<file path="config.mk">
export PLATFORM = sky130hd
export DESIGN_NAME = sst_cell
export DESIGN_NICKNAME = d
export VERILOG_FILES = /design/src/hw/rtl/sst_pkg.sv /design/src/hw/rtl/sst_cell.sv
export SDC_FILE = /design/constraint.sdc
export NUM_CORES = 1
export LEC_CHECK = 0
export ABC_CLOCK_PERIOD_IN_PS = 1800
export BUFFER_PORTS_ARGS = -buffer_cell sky130_fd_sc_hd__clkbuf_2
export CAP_MARGIN = 40
export CORE_MARGIN = 1.5
export CORE_UTILIZATION = 46
export DETAILED_ROUTE_END_ITERATION = 7
export MAX_ROUTING_LAYER = met4
export PLACE_DENSITY = 0.92
export SLEW_MARGIN = 20
export SYNTH_ARGS = -nofsm -noshare
export SYNTH_HDL_FRONTEND = slang
export SYNTH_SLANG_ARGS = --single-unit
</file>
<file path="constraint.sdc">
create_clock -name clock -period 1.8 [get_ports clock]
set_clock_uncertainty 0.2 [all_clocks]
set_input_delay 0.27 -clock clock [delete_from_list [all_inputs] [get_ports clock]]
set_output_delay 0.27 -clock clock [all_outputs]
set_load 0.02 [all_outputs]
</file>
<file path="src/hw/rtl/sst_pkg.sv">
// ---------------------------------------------------------------------------
// sst_pkg
// shared types and constants of the session slot table
// ---------------------------------------------------------------------------
package sst_pkg;

   localparam int SLOTS   = 256;
   localparam int IDX_W   = $clog2(SLOTS);
   localparam int CNT_W   = $clog2(SLOTS + 1);
   localparam int PID_W   = 22;
   localparam int USER_W  = 24;
   localparam int STAT_W  = 8;
   localparam int ORDER_W = 9;
   localparam int MCNT_W  = 9;

   localparam logic [2:0] ACT_ALLOC  = 3'd0;
   localparam logic [2:0] ACT_FREE   = 3'd1;
   localparam logic [2:0] ACT_FIND   = 3'd2;
   localparam logic [2:0] ACT_COUNT  = 3'd3;
   localparam logic [2:0] ACT_NTH    = 3'd4;
   localparam logic [2:0] ACT_STATUS = 3'd5;

   localparam logic [MCNT_W-1:0] MCNT_MAX = '1;

   typedef struct packed {
      logic [PID_W-1:0]  pid;
      logic [USER_W-1:0] user;
      logic [STAT_W-1:0] status;
   } slot_type;

   // operation word held for the whole scan while the slot data circulates along the ring
   typedef struct packed {
      logic [2:0]         action;
      logic [PID_W-1:0]   pid;
      logic [USER_W-1:0]  user;
      logic [STAT_W-1:0]  bits;
      logic [IDX_W-1:0]   slot;
      logic [ORDER_W-1:0] order;
      logic [IDX_W-1:0]   top;
   } op_type;

   typedef struct packed {
      logic              ok;
      logic [IDX_W-1:0]  idx;
      logic [MCNT_W-1:0] cnt;
      logic              alloc_done;
      logic              free_done;
   } acc_type;

   typedef struct packed {
      logic              ok;
      logic [IDX_W-1:0]  slot_index;
      logic [MCNT_W-1:0] match_count;
      logic [CNT_W-1:0]  active_total;
      logic [IDX_W-1:0]  high_water;
   } rsp_type;

endpackage

</file>
<file path="src/hw/rtl/sst_cell.sv">
// ---------------------------------------------------------------------------
// sst_cell
// one slot of the table; the ring rotates by one slot a cycle during a scan
// ---------------------------------------------------------------------------
module sst_cell
   import sst_pkg::*;
(
   input  logic     clock,
   input  logic     reset,
   input  logic     shift,
   input  slot_type slot_in,
   output slot_type slot_out
);

   slot_type slot_ff;

   // take the neighbour's slot when the ring turns
   always_ff @(posedge clock) begin
      if (reset) begin
         slot_ff <= '0;
      end else if (shift) begin
         slot_ff <= slot_in;
      end
   end

   assign slot_out = slot_ff;

endmodule

</file>
# Word-level counts from Yosys, hierarchy flattened
# Index checks and enable logic that the tools add are counted.
# word_totals
ff_bits	54
input_bits	57
out_inout_bits	54
word_cells	3

# Longest topological paths before layout
# logic_depth
depth_word	0
mapped_depth	4
mapped_depth_nobuf	2

# Worst setup path after synthesis
# Ideal clock, no wire load.
# synth_timing
kind	input to register
startpoint	input shift
endpoint	register slot_ff, in the netlist slot_out[0]
setup_time_ns	0.128
arrival_ns	0.788
required_ns	1.472
slack_ns	0.684
cell_stages	4
path_buffers	2
path_cell_list	buf_6 > buf_12 > mux2i_1 > nor2_1
# synth_rtl
element	line_no	text
start, declared	sst_cell.sv:10	input logic shift,
end signal, assigned	sst_cell.sv:22	slot_ff <= slot_in;
end, declared	sst_cell.sv:15	slot_type slot_ff;

# Worst setup path after layout
# layout_timing
startpoint	register slot_ff, in the netlist slot_out[22]
endpoint	output slot_out[22] (netlist bit)
# layout_rtl
element	line_no	text
end, declared	sst_cell.sv:12	output slot_type slot_out
# No word-level cell between the ends.

==> results_dict.tcl <==
set metrics [dict create \
    status "finished clean" \
    routabilityCongestion 0.707 \
    rsz0062_at_grt "no" \
    pwr-share-seq 0.557 \
    tightest_slew_ns 0.356 \
    ant_nets 0 \
    synth_top_area_frac 0.552 \
    worstPathMaxFanout 2 \
    min_path_type "in2reg" \
    p_int_mw 1.74 \
    cts_tree "built" \
    yosysTopAreaCell "dfxtp_1" \
    detailedRoute.firstIterationViolations 28 \
    synth_fa_ha_area_frac 0 \
    dp_hpwl_um 2720 \
    synth_cell_type_count 7 \
    insertion_delay_ns 0.29 \
    fin_nets 339 \
    power_leakage_nw 1.41 \
    post_cts_buffers 0 \
    relSlewSlack 0.763 \
    power.net_switching_mw 0.594 \
    start_util 0.483 \
    io_buffer_count 110 \
    wire_per_inst_um 11.2 \
    powerDensity_nw_per_um2 906 \
    worstPathCellList "clkbuf_2" \
    path_delay_family "flip-flops" \
    synth_xor_xnor_area_share 0 \
    vias 1536 \
    finalHoldViolations 0 \
    mostFrequentLayoutCell "clkbuf_2" \
    clock.fmax_mhz 779 \
    clock-sinks 54 \
    slew_violations 0 \
    yosys.area_share.simple 0.103 \
    cts_resized 0 \
    cp_slowest_stage_delay_ns 0.34 \
    swShare 0.254 \
    core.rowCount 23 \
    crit_slowest_cell "dfxtp_1" \
    routed_wl_um 3720 \
    synth_area_per_cell_um2 11.3 \
    crit_type "reg2out" \
    required_ns 1.33 \
    netlist_top_cells_area "dfxtp_1, mux2i_1, nor2_1" \
    die_x_um 68.3 \
    end_kind "primary output" \
    grt_antenna_before_repair 0 \
    finalCritPeriodShare 0.713 \
    maxCapViolCount 0 \
    synth.net_count 231 \
    drive_above_1_share 0.420 \
    ir_drop_uv 501 \
    grt.overflow.total 0 \
    die_area_um2 4660 \
    area_delta_synth_final_pct 31.6 \
    synthMuxAreaShare 0.276 \
    fillCellCount 351 \
    cp-start-kind "flip-flop" \
    ys_seq_area_frac 0.552 \
    synthesis.instances 174 \
    layout_common_cells "clkbuf_2, mux2i_1, nor2_1, dfxtp_1, clkbuf_8" \
    numCtsBuffers 5 \
    fin_setup_tns_ns 0 \
    synth_top_family_by_area "multiplexers" \
    diodes 0 \
    synth_warnings 0 \
    coreArea_um2 4060 \
    syn_area_um2 1960 \
    drtPass1Iterations 4 \
    fp.dieH_um 68.3 \
    crit_buf_inv 1 \
    pwr-share-comb 0.164 \
    path_clk_slew_ns 0.09 \
    largest_reg_flops 54 \
    setup_violations 0 \
    htreeDepth 2 \
    pwr-share-clk 0.280 \
    grt_usage 0.161 \
    cts-root-buf "clkbuf_8" \
    synth_compound_area_frac 0 \
    final_cells 333 \
    cts_buffer_depth 2 \
    cp.arrival_ns 0.81 \
    drc 0 \
    ios 111 \
    viasPerCell 4.61 \
    grt_pass1_wl_um 5480 \
    ys_ff_latch 54 \
    grt_pass1_vias 1358 \
    min_period_ns 1.28 \
    place_inst 324 \
    grt_max_degree 55 \
]
-- final timing paths --
| path | startpoint | endpoint | slack [ns] | cells after the start |
|---|---|---|---|---|
| setup / recovery | slot_out[22] | slot_out[22] | 0.52 | 1 |
| hold / removal | slot_in[39] | slot_out[39] | 0.01 | 3 |
| setup reg to reg | slot_out[53] | slot_out[53] | 0.97 | 2 |
| hold reg to reg | slot_out[3] | slot_out[3] | 0.29 | 2 |
-- layer usage --
metal | vias up | track usage | part of all wire
met5 | - | - | 0
met4 | 0 | 0.0525 | 0.0048
met3 | 2 | 0.0543 | 0.065
met2 | 62 | 0.291 | 0.49
met1 | 690 | 0.161 | 0.44
li1 | 782 | - | -
-- metrics by stage --
stage / hold slack (ns) / power, mW / area, µm² / worst slack (ns) / util
floorplan: 0.217 / 1.58 / 1960 / 0.684 / -
global placement: 0.272 / 1.70 / 2480 / 0.484 / 0.611
detailed placement: 0.284 / 1.71 / 2480 / 0.446 / 0.611
CTS: 0.00130 / 2.38 / 2580 / 0.495 / 0.636
global route: 0.00264 / 2.47 / 2580 / 0.441 / 0.636
finish: 0.0135 / 2.34 / 2580 / 0.516 / 0.636
-- layout make-up --
type                    count  area, µm²  area share
repair buffers            113        601       0.233
clock buffers               7       86.3      0.0335
clock inverters             1       5.00     0.00194
well taps                  50       62.6      0.0243
multi-input cells         108        743       0.288
flip-flops and latches     54       1080       0.419
-- synthesized netlist by cell type (all sizes together) --
library cell   n
clkbuf         1
nor2          54
buf           11
dfxtp         54
mux2i         54
-- power by group through the flow --
stage / Sequential, mW / Clock [mW] / Combinational, mW
5_1_grt: 1.31 / 0.736 / 0.419
3_3_place_gp: 1.33 / 0 / 0.376
3_5_place_dp: 1.33 / 0 / 0.386
2_1_floorplan: 1.41 / 0 / 0.166
4_1_cts: 1.30 / 0.685 / 0.387
6_report: 1.30 / 0.653 / 0.382
-- logic make-up after synthesis --
group / Yosys count
mux: 54
buf+inv: 12
flops: 54
simple gates: 54
-- repair_timing --
action,CTS,global route
hold buffers,1,0
setup endpoints to repair,0,0
hold endpoints to repair,1,0
Power figures use the tool's default switching activity.
