### src/hw/rtl/sst_pkg.sv
// ---------------------------------------------------------------------------
// sst_pkg
// shared types and constants of the session slot table
// ---------------------------------------------------------------------------
package sst_pkg;

   localparam int SLOTS   = 256;
   localparam int IDX_W   = $clog2(SLOTS);
   localparam int CNT_W   = $clog2(SLOTS + 1);
   localparam int PID_W   = 22;
   localparam int USER_W  = 24;
   localparam int STAT_W  = 8;
   localparam int ORDER_W = 9;
   localparam int MCNT_W  = 9;

   localparam logic [2:0] ACT_ALLOC  = 3'd0;
   localparam logic [2:0] ACT_FREE   = 3'd1;
   localparam logic [2:0] ACT_FIND   = 3'd2;
   localparam logic [2:0] ACT_COUNT  = 3'd3;
   localparam logic [2:0] ACT_NTH    = 3'd4;
   localparam logic [2:0] ACT_STATUS = 3'd5;

   localparam logic [MCNT_W-1:0] MCNT_MAX = '1;

   typedef struct packed {
      logic [PID_W-1:0]  pid;
      logic [USER_W-1:0] user;
      logic [STAT_W-1:0] status;
   } slot_type;

   // operation word held for the whole scan while the slot data circulates along the ring
   typedef struct packed {
      logic [2:0]         action;
      logic [PID_W-1:0]   pid;
      logic [USER_W-1:0]  user;
      logic [STAT_W-1:0]  bits;
      logic [IDX_W-1:0]   slot;
      logic [ORDER_W-1:0] order;
      logic [IDX_W-1:0]   top;
   } op_type;

   typedef struct packed {
      logic              ok;
      logic [IDX_W-1:0]  idx;
      logic [MCNT_W-1:0] cnt;
      logic              alloc_done;
      logic              free_done;
   } acc_type;

   typedef struct packed {
      logic              ok;
      logic [IDX_W-1:0]  slot_index;
      logic [MCNT_W-1:0] match_count;
      logic [CNT_W-1:0]  active_total;
      logic [IDX_W-1:0]  high_water;
   } rsp_type;

endpackage

### src/hw/rtl/sst_head.sv
// ---------------------------------------------------------------------------
// sst_head
// works on the slot that passes the head of the ring in each scan cycle
// ---------------------------------------------------------------------------
module sst_head
   import sst_pkg::*;
(
   input  op_type           op,
   input  logic [IDX_W-1:0] pos,
   input  slot_type         slot_in,
   input  acc_type          acc_in,
   input  logic [ORDER_W-1:0] left_in,
   output slot_type         slot_out,
   output acc_type          acc_out,
   output logic [ORDER_W-1:0] left_out
);

   logic hit;
   logic in_range;

   assign in_range = (pos <= op.top);
   assign hit      = in_range && (slot_in.user == op.user);

   // per-slot update of the passing slot and of the running result
   always_comb begin
      slot_out = slot_in;
      acc_out  = acc_in;
      left_out = left_in;
      case (op.action)
         ACT_ALLOC: begin
            if (!acc_in.alloc_done && op.pid != '0 && slot_in.pid == '0) begin
               slot_out.pid    = op.pid;
               slot_out.user   = op.user;
               slot_out.status = op.bits;
               acc_out.ok         = 1'b1;
               acc_out.idx        = pos;
               acc_out.alloc_done = 1'b1;
            end
         end
         ACT_FREE: begin
            if (pos == op.slot && slot_in.pid != '0) begin
               slot_out.pid  = '0;
               slot_out.user = '0;
               acc_out.ok        = 1'b1;
               acc_out.idx       = pos;
               acc_out.free_done = 1'b1;
            end
         end
         ACT_FIND, ACT_NTH: begin
            if (hit && !acc_in.ok) begin
               if (left_in <= ORDER_W'(1)) begin
                  acc_out.ok  = 1'b1;
                  acc_out.idx = pos;
               end else begin
                  left_out = left_in - ORDER_W'(1);
               end
            end
         end
         ACT_COUNT: begin
            if (hit) begin
               acc_out.ok = 1'b1;
               if (acc_in.cnt != MCNT_MAX) acc_out.cnt = acc_in.cnt + MCNT_W'(1);
            end
         end
         ACT_STATUS: begin
            if (hit) begin
               slot_out.status = slot_in.status | op.bits;
               acc_out.ok      = 1'b1;
            end
         end
         default: ;
      endcase
   end

endmodule

### config.mk
export PLATFORM = sky130hd
export DESIGN_NAME = sst_head
export DESIGN_NICKNAME = d
export VERILOG_FILES = /design/src/hw/rtl/sst_pkg.sv /design/src/hw/rtl/sst_head.sv
export SDC_FILE = /design/constraint.sdc
export NUM_CORES = 1
export LEC_CHECK = 0
export ABC_AREA = 1
export BUFFER_PORTS_ARGS = -buffer_cell sky130_fd_sc_hd__clkbuf_2
export CORE_AREA = 4 4 98 100
export DETAILED_ROUTE_END_ITERATION = 10
export DIE_AREA = 0 0 102 104
export GPL_ROUTABILITY_DRIVEN = 0
export GPL_TIMING_DRIVEN = 0
export PLACE_DENSITY = 0.75
export SYNTH_ARGS = -nofsm -noshare
export SYNTH_HDL_FRONTEND = slang
export SYNTH_SLANG_ARGS = --single-unit
export TNS_END_PERCENT = 30
### constraint.sdc
create_clock -name vclk -period 3
set_clock_uncertainty 0.2 [all_clocks]
set_input_delay 0 -clock vclk [all_inputs]
set_output_delay 0 -clock vclk [all_outputs]
set_load 0.02 [all_outputs]
# Word level (Yosys, flattened, before mapping)

Cells that the tools add are included.

Register bits: 0
Input port bits: 173
Output and inout port bits: 83
Logic and storage cells: 48

Add/sub/neg operators: 2
Order comparisons: 2
Eq/ne operators: 8
Mux-type cells: 22
Bitwise gates (word level): 1
Reductions and logical operators: 13

Operators by type and width:

| kind                                                 | number |
|---|---|
| one-hot mux 46 bit (2 select lines)                  | 1 |
| two-way mux 9 bit                                    | 10 |
| two-way mux 54 bit                                   | 1 |
| two-way mux 46 bit                                   | 1 |
| nonzero test 22 bit                                  | 2 |
| == test 24 bit                                       | 1 |
| one-hot mux 8 bit (3 select lines)                   | 1 |
| zero test 22 bit                                     | 1 |
| one-hot mux 8 bit (2 select lines)                   | 1 |
| adder 9 x 1 -> 9 bit (second input constant)         | 1 |
| <= comparator 9 x 1 -> 1 bit (second input constant) | 1 |
| != test 9 bit (second input constant)                | 1 |
| subtractor 9 x 1 -> 9 bit (second input constant)    | 1 |
| == test 8 bit                                        | 1 |
| <= comparator 8 bit                                  | 1 |
| two-way mux 8 bit                                    | 1 |
| bitwise OR 8 bit                                     | 1 |
| == test 3 x 2 -> 1 bit (second input constant)       | 2 |
| == test 3 bit (second input constant)                | 2 |
| logical AND 1 bit                                    | 5 |
| two-way mux 1 bit                                    | 5 |
| one-hot mux 1 bit (4 select lines)                   | 1 |
| OR reduction 2 bit                                   | 2 |
| == test 3 x 1 -> 1 bit (second input constant)       | 1 |
| other kinds (2)                                      | 3 |

# Depth between registers and ports, before layout

Depth after elaboration: 5
Depth in mapped cells: 16
Depth with buffers taken out: 16

# Worst setup path before layout

OpenSTA, ideal clock, no wires.

Kind: input-to-output
From: input port op[7] (netlist name)
To: output port left_out[0]
Arrival time: 1.553 ns
Required time: 2.800 ns
Setup slack: 1.247 ns
Stages on the path: 10
Path buffers: 0
Cell sequence: inv_1 > ha_1 > a21o_1 > nor2_1 > nand2_1 > nand2_1 > nand4_4 > nor2_4 > nand2_1 > xor2_1

Word-level cells in the longest chain between the ends: 5

Ends and longest elaborated chain:

| element             | line           | RTL |
|---|---|---|
| start, declared     | sst_head.sv:8  | `input op_type op,` |
| <= comparator 8 bit | sst_head.sv:21 | `assign in_range = (pos <= op.top);` |
| logical AND 1 bit   | sst_head.sv:22 | `assign hit = in_range && (slot_in.user == op.user);` |
| logical AND 1 bit   | sst_head.sv:50 | `if (hit && !acc_in.ok) begin` |
| two-way mux 9 bit   | sst_head.sv:50 |  |
| two-way mux 9 bit   | sst_head.sv:29 | `case (op.action)` |
| end, declared       | sst_head.sv:15 | `output logic [ORDER_W-1:0] left_out` |

No other way between the ends.

==> impl_metrics.tcl <==
set metrics [dict create \
    end_kind "primary output" \
    firstDrtPassIters 5 \
    utilization_pct 52.58 \
    setup_ws_ns 0.8338 \
    vias 4889 \
    yosysMostFrequentCell "nand2_1" \
    rsz0062_at_grt "no" \
    power-per-cell-area_nw_per_um2 140.2 \
    seq_area_frac_synth_pct 0 \
    num-nets-final 1101 \
    initial_core_util_pct 36.78 \
    cts_post_setup_buffers_inserted 0 \
    cts_resized 0 \
    post_dp_cell_area_um2 4563 \
    dieArea_um2 10610 \
    worstMarginPinSlew_ns 0.7966 \
    cts_hold_buf 0 \
    holdCritPathClass "input pin to primary output" \
    design.seq.count 0 \
    clock_buffers 0 \
    max_freq_ghz 0.4616 \
    netlist_top_cells_count "280 x nand2_1, 100 x inv_1, 46 x nor2_1, 44 x nand3_1, 34 x o21ai_1" \
    grt_overflow 0 \
    slew_headroom_pct 46.89 \
    critPathMaxFanout 10 \
    vias_per_cell 4.779 \
    netlist_area_um2 3192 \
    diodes 0 \
    ant_nets 0 \
    synth_top_area_cell "nand2_1" \
    dr.first_iter.drc_count 232 \
    holdPathEnd "left_out[8]" \
    grt_pass1_wl_um 19750 \
    grt_pass1_vias 4268 \
    fin_crit_sh_pct 72.21 \
    finalSetupTns_ns 0 \
    ys_types 32 \
    regArea_um2 0 \
    synth_top_area_share_pct 32.93 \
    post-route-min-period_ns 2.166 \
    setup_viol 0 \
    dp_hpwl_um 11100 \
    p_leak_nw 2.950 \
    track_usage_pct 22.06 \
    wl_per_cell_um 12.58 \
    startpoint_type "input pin" \
    grt_max_degree 11 \
    outcome "completed" \
    syn_inst 668 \
    cap_violations 0 \
    core_area_um2 8678 \
    antenna_found_initial 0 \
    ys_warn_count 0 \
    final_cell_area_um2 4563 \
    drive_above_1_share_pct 30.82 \
    num_rows 34 \
    hp-start "left_in[8]" \
    finalPower_w 0.0006396 \
    path_class "input pin to primary output" \
    avgSynthCellArea_um2 4.778 \
    holdPathStages 3 \
    wl_um 12870 \
    synth_area_leaders "nand2_1 33%, inv_1 12%, nand3_1 6.9%" \
    die_w_um 102 \
    drv_slew 0 \
    crit_required_ns 2.80 \
    preCtsSetupSlack_ns 0.8532 \
    die_height_um 104 \
    io_pins 256 \
    drc 0 \
    hold_viol 0 \
    worstPathArrival_ns 1.97 \
    mappedNetlistNets 852 \
    io_buffers 247 \
    area_growth_pct 42.96 \
    ir_drop_mv 0.08910 \
]
==> metal layers <==
layer	GRT usage (%)	share of wire, %
met1	29.89	43
met2	38.35	47
met3	2.414	9.3
met4	2.343	1.2
met5	0	0
==> report_power, final <==
| group | total (W) | leakage (nW) | switching, W | internal, W |
|---|---|---|---|---|
| combinational | 0.000640 | 2.95 | 0.000392 | 0.000248 |
| sequential | 0 | 0 | 0 | 0 |
| clock | 0 | 0 | 0 | 0 |
| total | 0.000640 | 2.95 | 0.000392 | 0.000248 |
==> cell type report <==
type	count	area [um2]
inverter	110	412.9
multi-input combinational	541	2665
tap	108	135.1
fill	981	4115
buffer	17	113.9
timing repair buffer	247	1236
==> per-stage QoR <==
step	std cells	hold WS, ns
3_5_place_dp	1023	0.1140
3_3_place_gp	1023	0.1094
4_1_cts	1023	0.1153
6_report	1023	0.1129
2_1_floorplan	668	-0.07166
5_1_grt	1023	0.1314
==> worst max path at each step <==
stage           start            to  slack, ns
2_1_floorplan   op[7]   left_out[0]       1.25
3_3_place_gp   op[68]  slot_out[30]       0.84
3_5_place_dp   pos[7]   acc_out[18]       0.85
4_1_cts        pos[7]   acc_out[18]       0.85
5_1_grt        op[68]  slot_out[17]       0.69
6_report       pos[7]   acc_out[18]       0.83
==> cell usage in the layout, fill, tap and decap left out <==
cell and n:
nand2_1 280, clkbuf_2 247, inv_1 100, nor2_1 46, nand3_1 44, o21ai_1 34, o21ai_0 24, nand4_1 22
xor2_1 20, xnor2_1 14, ha_1 11, nand3b_1 9, clkbuf_1 7, inv_2 6, a21oi_1 6, nor2_2 6
nor3_1 6, buf_6 6, clkinv_1 4, buf_2 4, nand2_2 3, nor2_4 2, nand3_2 2, or2_0 2
nand4_2 2, a21o_1 1, nand4_4 1, o211ai_1 1, nor3_4 1, nand3_4 1, o21ai_2 1, o31ai_1 1
o21bai_1 1
==> kinds of logic after synthesis <==
| group | Yosys count | share of synthesized area [%] |
|---|---|---|
| adder cells (fa/ha/maj) | 11 | 4.312 |
| AO/OA/AOI/OAI | 69 | 11.25 |
| XOR/XNOR | 34 | 9.330 |
| buffers and inverters | 127 | 16.50 |
| AND/OR/NAND/NOR | 427 | 58.60 |
==> worst max-delay path, cell delays in order <==
cell and delay (ns):
clkbuf_2 0.14, ha_1 0.31, nand2_1 0.07, nor2_1 0.15
nand4_1 0.10, nand2_1 0.23, nand4_4 0.22, buf_2 0.26
nand2_1 0.08, nand3_1 0.08, nand3b_1 0.13, clkbuf_2 0.18
Note: power is estimated with default switching activity, not from simulation.
